`config.mk`:
```
export PLATFORM = sky130hd
export DESIGN_NAME = display_reply_frame_parser
export DESIGN_NICKNAME = d
export VERILOG_FILES = /design/src/sv/drfp_pkg.sv /design/src/sv/drfp_store.sv /design/src/sv/drfp_ctrl.sv /design/src/sv/display_reply_frame_parser.sv
export VERILOG_INCLUDE_DIRS = /design/src /design/src/sv
export SDC_FILE = /design/constraint.sdc
export NUM_CORES = 1
export LEC_CHECK = 0
export ABC_AREA = 1
export BUFFER_PORTS_ARGS = -buffer_cell sky130_fd_sc_hd__buf_2
export CAP_MARGIN = 20
export CORE_MARGIN = 2
export CORE_UTILIZATION = 45
export CTS_CLUSTER_SIZE = 24
export DETAILED_ROUTE_END_ITERATION = 8
export MAX_ROUTING_LAYER = met4
export PLACE_DENSITY = 0.67
export SLEW_MARGIN = 30
export SYNTH_ARGS = -nofsm -noshare
export SYNTH_HDL_FRONTEND = slang
export SYNTH_SLANG_ARGS = --single-unit
```
`constraint.sdc`:
```
create_clock -name clk -period 11.8 [get_ports clk]
set_input_delay 2.36 -clock clk [delete_from_list [all_inputs] [get_ports clk]]
set_output_delay 2.36 -clock clk [all_outputs]
set_load 0.1 [all_outputs]
```
`src/sv/display_reply_frame_parser_defines.svh`:
```
// ----------------------------------------------------------------------------
// Display reply frame parser assertion macros
// Concurrent assertion helpers used by the parser top module.
// ----------------------------------------------------------------------------
`ifndef DISPLAY_REPLY_FRAME_PARSER_DEFINES_SVH
`define DISPLAY_REPLY_FRAME_PARSER_DEFINES_SVH

`ifndef ASSERT_OFF
`define DRFP_ASSERT(label, clk, rst, prop) \
  label: assert property (@(posedge clk) disable iff (rst) prop) \
    else $error("display reply frame parser assertion failed");
`define DRFP_ASSERT_ALWAYS(label, clk, prop) \
  label: assert property (@(posedge clk) prop) \
    else $error("display reply frame parser assertion failed");
`else
`define DRFP_ASSERT(label, clk, rst, prop)
`define DRFP_ASSERT_ALWAYS(label, clk, prop)
`endif

`endif

```
`src/sv/drfp_pkg.sv`:
```
// ----------------------------------------------------------------------------
// Display reply frame parser package
// Shared constants, codes and structures of the parser.
// ----------------------------------------------------------------------------
package drfp_pkg;

  localparam int BUF_BYTES = 128;
  localparam int ADDR_W    = $clog2(BUF_BYTES);

  localparam logic [7:0]  BUF_LEN       = 8'(BUF_BYTES);
  localparam logic [7:0]  TERM_BYTE     = 8'hFF;
  localparam logic [1:0]  TERM_LAST     = 2'd3;
  localparam logic [15:0] DEFAULT_TICKS = 16'd100;

  typedef enum logic [1:0] {
    OP_START = 2'd0,
    OP_BYTE  = 2'd1,
    OP_TICK  = 2'd2,
    OP_NOP   = 2'd3
  } opcode_t;

  typedef enum logic [2:0] {
    ST_BUSY    = 3'd0,
    ST_SAME    = 3'd1,
    ST_CHANGED = 3'd2,
    ST_FAILED  = 3'd3,
    ST_IDLE    = 3'd4
  } status_t;

  typedef enum logic [3:0] {
    PH_IDLE = 4'b0001,
    PH_CODE = 4'b0010,
    PH_DATA = 4'b0100,
    PH_TERM = 4'b1000
  } phase_t;

  typedef struct packed {
    logic [1:0]  opcode;
    logic [7:0]  rx_byte;
    logic [7:0]  expect_code;
    logic        text_mode;
    logic [7:0]  frame_length;
    logic [15:0] timeout_ms;
  } item_t;

  typedef struct packed {
    logic [2:0] status;
    logic       write_valid;
    logic [6:0] write_index;
    logic [7:0] write_value;
  } result_t;

  typedef struct packed {
    logic              en;
    logic [ADDR_W-1:0] addr;
    logic [7:0]        data;
  } store_wr_t;

endpackage

```
`src/sv/drfp_store.sv`:
```
// ----------------------------------------------------------------------------
// Display reply frame parser payload store
// Payload buffer with per-entry valid bits and a registered, bypassed read.
// ----------------------------------------------------------------------------
module drfp_store
  import drfp_pkg::*;
(
  input  logic              clk,
  input  logic              rst,
  input  store_wr_t         wr,
  input  logic [ADDR_W-1:0] rd_addr,
  output logic [7:0]        rd_data
);

  logic [7:0]           mem [BUF_BYTES];
  logic [BUF_BYTES-1:0] entry_valid;
  logic [7:0]           rd_q;
  logic                 rd_valid_q;

  always_ff @(posedge clk) begin
    if (wr.en) begin
      mem[wr.addr] <= wr.data;
    end
    if (wr.en && (wr.addr == rd_addr)) begin
      rd_q <= wr.data;
    end else begin
      rd_q <= mem[rd_addr];
    end
  end

  always_ff @(posedge clk) begin
    if (rst) begin
      entry_valid <= '0;
      rd_valid_q  <= 1'b0;
    end else begin
      if (wr.en) begin
        entry_valid[wr.addr] <= 1'b1;
      end
      rd_valid_q <= (wr.en && (wr.addr == rd_addr)) || entry_valid[rd_addr];
    end
  end

  assign rd_data = rd_valid_q ? rd_q : 8'd0;

endmodule

```
`src/sv/drfp_ctrl.sv`:
```
// ----------------------------------------------------------------------------
// Display reply frame parser control
// Receive state, timeout counter and per-item result logic.
// ----------------------------------------------------------------------------
module drfp_ctrl
  import drfp_pkg::*;
(
  input  logic              clk,
  input  logic              rst,
  input  logic              cfg_write_en,
  input  logic [15:0]       cfg_write_data,
  input  logic              go,
  input  item_t             item,
  input  logic [7:0]        rd_data,
  output logic [ADDR_W-1:0] rd_addr,
  output store_wr_t         wr,
  output result_t           result
);

  phase_t      phase, phase_next;
  logic [7:0]  awaited_code, awaited_code_next;
  logic        text_flag, text_flag_next;
  logic [7:0]  payload_length, payload_length_next;
  logic [7:0]  write_position, write_position_next;
  logic [1:0]  terminator_count, terminator_count_next;
  logic        changed_flag, changed_flag_next;
  logic [15:0] ticks_left, ticks_left_next;
  logic [15:0] default_ticks;

  logic [7:0]  pos_inc;
  logic [1:0]  count_inc;
  logic        is_term_byte;

  assign pos_inc      = write_position + 8'd1;
  assign count_inc    = terminator_count + 2'd1;
  assign is_term_byte = (item.rx_byte == TERM_BYTE);

  always_comb begin
    phase_next            = phase;
    awaited_code_next     = awaited_code;
    text_flag_next        = text_flag;
    payload_length_next   = payload_length;
    write_position_next   = write_position;
    terminator_count_next = terminator_count;
    changed_flag_next     = changed_flag;
    ticks_left_next       = ticks_left;
    wr                    = '0;
    result                = '0;
    result.status         = (phase == PH_IDLE) ? ST_IDLE : ST_BUSY;

    if (go) begin
      unique case (opcode_t'(item.opcode))
        OP_START: begin
          awaited_code_next     = item.expect_code;
          text_flag_next        = item.text_mode;
          payload_length_next   = (item.frame_length > BUF_LEN) ? BUF_LEN
                                                                 : item.frame_length;
          write_position_next   = 8'd0;
          terminator_count_next = 2'd0;
          changed_flag_next     = 1'b0;
          ticks_left_next       = (item.timeout_ms != 16'd0) ? item.timeout_ms
                                                              : default_ticks;
          phase_next            = PH_CODE;
          result.status         = ST_BUSY;
        end
        OP_BYTE: begin
          unique case (phase)
            PH_IDLE: begin
            end
            PH_CODE: begin
              if (item.rx_byte == awaited_code) begin
                phase_next = (payload_length == 8'd0) ? PH_TERM : PH_DATA;
              end
            end
            PH_DATA: begin
              if ((write_position < BUF_LEN) && (write_position < payload_length)) begin
                wr.en              = 1'b1;
                wr.addr            = write_position[ADDR_W-1:0];
                result.write_valid = 1'b1;
                result.write_index = write_position[6:0];
                if (text_flag && is_term_byte) begin
                  wr.data               = 8'd0;
                  result.write_value    = 8'd0;
                  terminator_count_next = 2'd1;
                  phase_next            = PH_TERM;
                end else begin
                  if ((rd_data != item.rx_byte) &&
                      !(text_flag && (pos_inc == payload_length))) begin
                    changed_flag_next = 1'b1;
                  end
                  wr.data             = item.rx_byte;
                  result.write_value  = item.rx_byte;
                  write_position_next = pos_inc;
                  if (pos_inc >= payload_length) begin
                    phase_next = PH_TERM;
                  end
                end
              end else begin
                phase_next = PH_TERM;
              end
            end
            PH_TERM: begin
              if (!is_term_byte) begin
                if (!text_flag) begin
                  phase_next    = PH_IDLE;
                  result.status = ST_FAILED;
                end
              end else begin
                terminator_count_next = count_inc;
                if (count_inc >= TERM_LAST) begin
                  phase_next    = PH_IDLE;
                  result.status = changed_flag ? ST_CHANGED : ST_SAME;
                end
              end
            end
            default: begin
            end
          endcase
        end
        OP_TICK: begin
          if (phase != PH_IDLE) begin
            if (ticks_left <= 16'd1) begin
              ticks_left_next = 16'd0;
              phase_next      = PH_IDLE;
              result.status   = ST_FAILED;
            end else begin
              ticks_left_next = ticks_left - 16'd1;
            end
          end
        end
        OP_NOP: begin
        end
        default: begin
        end
      endcase
    end
  end

  assign rd_addr = write_position_next[ADDR_W-1:0];

  always_ff @(posedge clk) begin
    if (rst) begin
      phase            <= PH_IDLE;
      awaited_code     <= 8'd0;
      text_flag        <= 1'b0;
      payload_length   <= 8'd0;
      write_position   <= 8'd0;
      terminator_count <= 2'd0;
      changed_flag     <= 1'b0;
      ticks_left       <= 16'd0;
      default_ticks    <= DEFAULT_TICKS;
    end else begin
      phase            <= phase_next;
      awaited_code     <= awaited_code_next;
      text_flag        <= text_flag_next;
      payload_length   <= payload_length_next;
      write_position   <= write_position_next;
      terminator_count <= terminator_count_next;
      changed_flag     <= changed_flag_next;
      ticks_left       <= ticks_left_next;
      if (cfg_write_en) begin
        default_ticks <= cfg_write_data;
      end
    end
  end

endmodule

```
`src/sv/display_reply_frame_parser.sv`:
```
// ----------------------------------------------------------------------------
// Display reply frame parser
// Parses a display module's reply frame from a stream of start, byte and
// tick items, storing the payload and reporting one status per item.
// ----------------------------------------------------------------------------
// The parser takes one item per clock cycle while its results are taken. The
// item is held in an input register, its state update and result are computed
// combinationally, and the result register loads the result when the item
// advances. A result that is not taken holds the input register, and input
// ready then follows output ready in the same cycle. The 128-byte payload
// store is read ahead at the next write position through a registered read,
// so a byte compare never stalls the pipeline. Reset clears the store through
// per-entry valid bits, with no clearing pass.
module display_reply_frame_parser
  import drfp_pkg::*;
(
  input  logic        clk,
  input  logic        rst,
  input  logic        cfg_write_en,
  input  logic [15:0] cfg_write_data,
  input  logic        in_valid,
  output logic        in_ready,
  input  logic [1:0]  opcode,
  input  logic [7:0]  rx_byte,
  input  logic [7:0]  expect_code,
  input  logic        text_mode,
  input  logic [7:0]  frame_length,
  input  logic [15:0] timeout_ms,
  output logic        out_valid,
  input  logic        out_ready,
  output logic [2:0]  status,
  output logic        write_valid,
  output logic [6:0]  write_index,
  output logic [7:0]  write_value
);

`include "display_reply_frame_parser_defines.svh"

  item_t             item_q;
  logic              in_full;
  logic              advance;
  result_t           result;
  result_t           result_q;
  store_wr_t         wr;
  logic [ADDR_W-1:0] rd_addr;
  logic [7:0]        rd_data;

  assign advance  = in_full && (!out_valid || out_ready);
  assign in_ready = !in_full || advance;

  always_ff @(posedge clk) begin
    if (in_valid && in_ready) begin
      item_q.opcode       <= opcode;
      item_q.rx_byte      <= rx_byte;
      item_q.expect_code  <= expect_code;
      item_q.text_mode    <= text_mode;
      item_q.frame_length <= frame_length;
      item_q.timeout_ms   <= timeout_ms;
    end
    if (advance) begin
      result_q <= result;
    end
  end

  always_ff @(posedge clk) begin
    if (rst) begin
      in_full   <= 1'b0;
      out_valid <= 1'b0;
    end else begin
      if (in_valid && in_ready) begin
        in_full <= 1'b1;
      end else if (advance) begin
        in_full <= 1'b0;
      end
      if (advance) begin
        out_valid <= 1'b1;
      end else if (out_ready) begin
        out_valid <= 1'b0;
      end
    end
  end

  drfp_ctrl u_ctrl (
    .clk            (clk),
    .rst            (rst),
    .cfg_write_en   (cfg_write_en),
    .cfg_write_data (cfg_write_data),
    .go             (advance),
    .item           (item_q),
    .rd_data        (rd_data),
    .rd_addr        (rd_addr),
    .wr             (wr),
    .result         (result)
  );

  drfp_store u_store (
    .clk     (clk),
    .rst     (rst),
    .wr      (wr),
    .rd_addr (rd_addr),
    .rd_data (rd_data)
  );

  assign status      = result_q.status;
  assign write_valid = result_q.write_valid;
  assign write_index = result_q.write_index;
  assign write_value = result_q.write_value;

  `DRFP_ASSERT(a_write_only_busy, clk, rst, out_valid && write_valid |-> status == ST_BUSY)
  `DRFP_ASSERT(a_no_write, clk, rst, out_valid && !write_valid |-> {write_index, write_value} == '0)
  `DRFP_ASSERT(a_advance_shows, clk, rst, advance |=> out_valid)

endmodule

```
==> flow_summary.yaml <==
sta:
  setup_violators_final: 0
  worst_hold_slack_ps: 452
  timing_hold_violations_final: 0
  timing.clock.skew_ps: 24.3
  postLayoutSetupSlackWorst_ps: 6430
  totalNegativeSetupSlack_ps: 0
  timing.final.crit_period_ps: 5370
  relSlewSlack: 0.309
  worst-slew-pin-transition_ps: 1040
  timing_max_transition_violations_final: 0
  unrepaired_setup_endpoints_after_global_routing: "false"
  final_min_period_over_clock_period: 0.455
  maxClockFrequency_ghz: 0.186
cts:
  cts_buffer_count: 120
  clock-root-buffer: "sky130_fd_sc_hd__clkbuf_16"
  h-tree-depth: 3
  cts-hold-fix-buffers: 0
  clk_transition_reported_paths_ps: 60
  clkSinkCount: 1288
  ctsLongestPathBuffers: 3
  clock_insertion_delay_worst_skew_ps: 710
  post_cts.resized_instances: 0
  cts_tree: "done"
  cts.repair_timing.setup_buffer_count: 0
pwr:
  worst_ir_drop_vdd_uv: 122
  power_density_nw_per_um2: 153
  p_leak_uw: 0.0180
  fin_total_pwr_uw: 8890
routing:
  dr_total_vias: 36400
  route.antenna.remaining_nets: 0
  routed_wl_um: 143000
  vias_per_cell: 5.79
  initialDrtViolationCount: 4541
  drc_errors: 0
  drt_pass1_iterations: 6
  detail_route.wl_per_cell_um: 22.8
outcome:
  outcome: "finished, final reports clean"
floorplanning:
  core_area_um2: 116000
  die_h_um: 346
  die-width_um: 346
  num_io_pins: 85
  initial_core_util: 0.453
  core.rowCount: 125
  floorplan.die_area_um2: 120000
final_layout:
  layout.nets: 4740
  n_antenna_cell: 0
  fillCellCount: 10200
  post_route_cells_drive_above_1_share: 0.0856
  multi_input_comb_area_um2: 13900
  syn_to_final_growth_pct: 10.6
  sequential_cell_area_um2: 36700
worst_hold_path:
  min_to: "u_ctrl.default_ticks[14]$_SDFFE_PP0P_"
  hold_path_depth: 2
  holdCritPathClass: "flip-flop to flip-flop"
  hold_start: "u_ctrl.default_ticks[14]$_SDFFE_PP0P_"
global_routing:
  first_global_vias: 34500
  antenna_found_initial: 1
  overflow: 0
  pin_count_of_the_biggest_net_entering_global_routing: 175
  grtUsageTotal: 0.240
  first_pass_grt_wire_length_um: 215000
worst_setup_path:
  worstRegToRegCells: 18
  worst-endpoint-required_ps: 9440
  cp-end-kind: "output port"
  critical_path_arrival_ps: 3010
  start_kind: "primary input"
  critical_path.max_fanout: 3
  critical_path_class: "primary input to output port"
  r2r-end: "u_ctrl.changed_flag$_SDFFE_PP0P_"
  reg2reg_slack_ps: 7030
synth:
  synth.yosys.seq_area_share: 0.698
  most_frequently_used_flop_master_after_synthesis: "sky130_fd_sc_hd__edfxtp_1"
  post_synth_num_cell_types: 55
  ys.warnings.count: 0
  postSynthNetCount: 4769
  postSynthCellCount: 4681
  asyncSetResetFlopFracSynth: 0
  syn-cell-area_um2: 52500
  mean_area_per_synthesized_cell_um2: 11.2
  synth_seq_cells: 1288
  post_synth_edffs: 1086
place:
  dp_worst_setup_slack_ps: 5890
  post_detail_place_hpwl_um: 83100
  gp_congestion: 0.932
  io_buffers: 84
flow_run:
  maxCapViolCount: 0
[cells by family (layout without fill, tap and decap cells)]
kind of cell,after synthesis,count (layout),share of synthesized area
AO/OA/AOI/OAI,1063,1063,0.114
AND/OR/NAND/NOR,1775,1775,0.140
adder cells (fa/ha/maj),24,24,0.00572
buffers and inverters,511,586,0.0397
flip-flops,1288,1288,0.698
XOR/XNOR,20,20,0.00333
[critical path: stages]
cell and delay [ps]:
sky130_fd_sc_hd__buf_2 70, sky130_fd_sc_hd__inv_1 40, sky130_fd_sc_hd__nand3_1 100, sky130_fd_sc_hd__buf_2 440
[worst max path at each step]
stage	startpoint	end	slack, ps	depth (start not counted)
6_report	out_ready	in_ready	6430	4
5_1_grt	out_ready	in_ready	6390	4
4_1_cts	out_ready	in_ready	6430	4
3_5_place_dp	out_ready	u_store.rd_valid_q$_SDFF_PP0_	5890	19
3_3_place_gp	out_ready	u_store.rd_valid_q$_SDFF_PP0_	5900	19
2_1_floorplan	out_ready	u_store.mem[0][0]$_DFFE_PP_	4860	6
[state kept, by name (all words and copies together) (netlist names), 2 cells and up, named ones only]
register	count
u_ctrl.awaited_code	8
write_value	8
u_ctrl.terminator_count	2
u_ctrl.ticks_left	16
u_ctrl.write_position	8
write_index	7
u_store.entry_valid	128
u_store.mem	1024
status	3
u_ctrl.default_ticks	16
u_ctrl.payload_length	8
u_ctrl.phase	4
item_q	43
[where the power goes]
group | internal [µW] | switching [µW]
Combinational | 38.0 | 93.5
Clock | 2210 | 1660
Sequential | 4880 | 12.7
[per-layer routing]
metal	GRT usage	wire (µm)	share of wire
met2	0.367	65700	0.46
met4	0.0945	6020	0.042
met1	0.319	58600	0.41
met3	0.0442	13100	0.091
met5	-	0	0
[Yosys cell counts (7+ instances only)]
master | number | area, µm²
sky130_fd_sc_hd__inv_1 | 197 | 739
sky130_fd_sc_hd__o21ai_1 | 32 | 160
sky130_fd_sc_hd__edfxtp_1 | 1086 | 32600
sky130_fd_sc_hd__dfxtp_1 | 202 | 4040
sky130_fd_sc_hd__nand4_1 | 18 | 113
sky130_fd_sc_hd__nor3_1 | 12 | 60.1
sky130_fd_sc_hd__xor2_1 | 12 | 105
sky130_fd_sc_hd__nor2_2 | 7 | 43.8
sky130_fd_sc_hd__a211oi_1 | 10 | 75.1
sky130_fd_sc_hd__ha_1 | 24 | 300
sky130_fd_sc_hd__o21a_1 | 60 | 450
sky130_fd_sc_hd__buf_4 | 10 | 75.1
sky130_fd_sc_hd__xnor2_1 | 8 | 70.1
sky130_fd_sc_hd__nor2_1 | 918 | 3450
sky130_fd_sc_hd__o21ai_0 | 582 | 2910
sky130_fd_sc_hd__nand3b_1 | 21 | 158
sky130_fd_sc_hd__buf_1 | 22 | 82.6
sky130_fd_sc_hd__nand3_1 | 287 | 1440
sky130_fd_sc_hd__nand2_1 | 481 | 1810
sky130_fd_sc_hd__inv_2 | 24 | 90.1
sky130_fd_sc_hd__o22ai_1 | 254 | 1590
sky130_fd_sc_hd__clkbuf_1 | 180 | 676
sky130_fd_sc_hd__buf_2 | 67 | 335
sky130_fd_sc_hd__a21oi_1 | 70 | 350
sky130_fd_sc_hd__o211ai_1 | 32 | 240
[area by class of cell]
| type | count | area share |
|---|---|---|
| tap | 1524 | 0.0328 |
| inverter | 226 | 0.0151 |
| timing repair buffer | 134 | 0.0143 |
| sequential | 1288 | 0.631 |
| clock buffer | 166 | 0.0568 |
| clock inverter | 60 | 0.0104 |
| multi-input combinational | 2882 | 0.240 |
[cell usage in the layout, fill, tap and decap left out, drive strengths merged, types with 134 or more instances in the layout]
cell,Yosys,final
dfxtp,202,202
nor2,929,929
o21ai,617,617
o22ai,254,254
nand3,291,291
edfxtp,1086,1086
inv,222,222
clkbuf,180,166
buf,105,134
nand2,490,490
[metrics by stage]
step	utilization	instance area, µm²	cells
global route	0.501	58100	6280
global placement	0.466	54100	6053
finish	0.501	58100	6280
detailed placement	0.467	54200	6054
CTS	0.500	58100	6280
floorplan	-	52500	4681
Note: power is estimated with default switching activity, not from simulation.
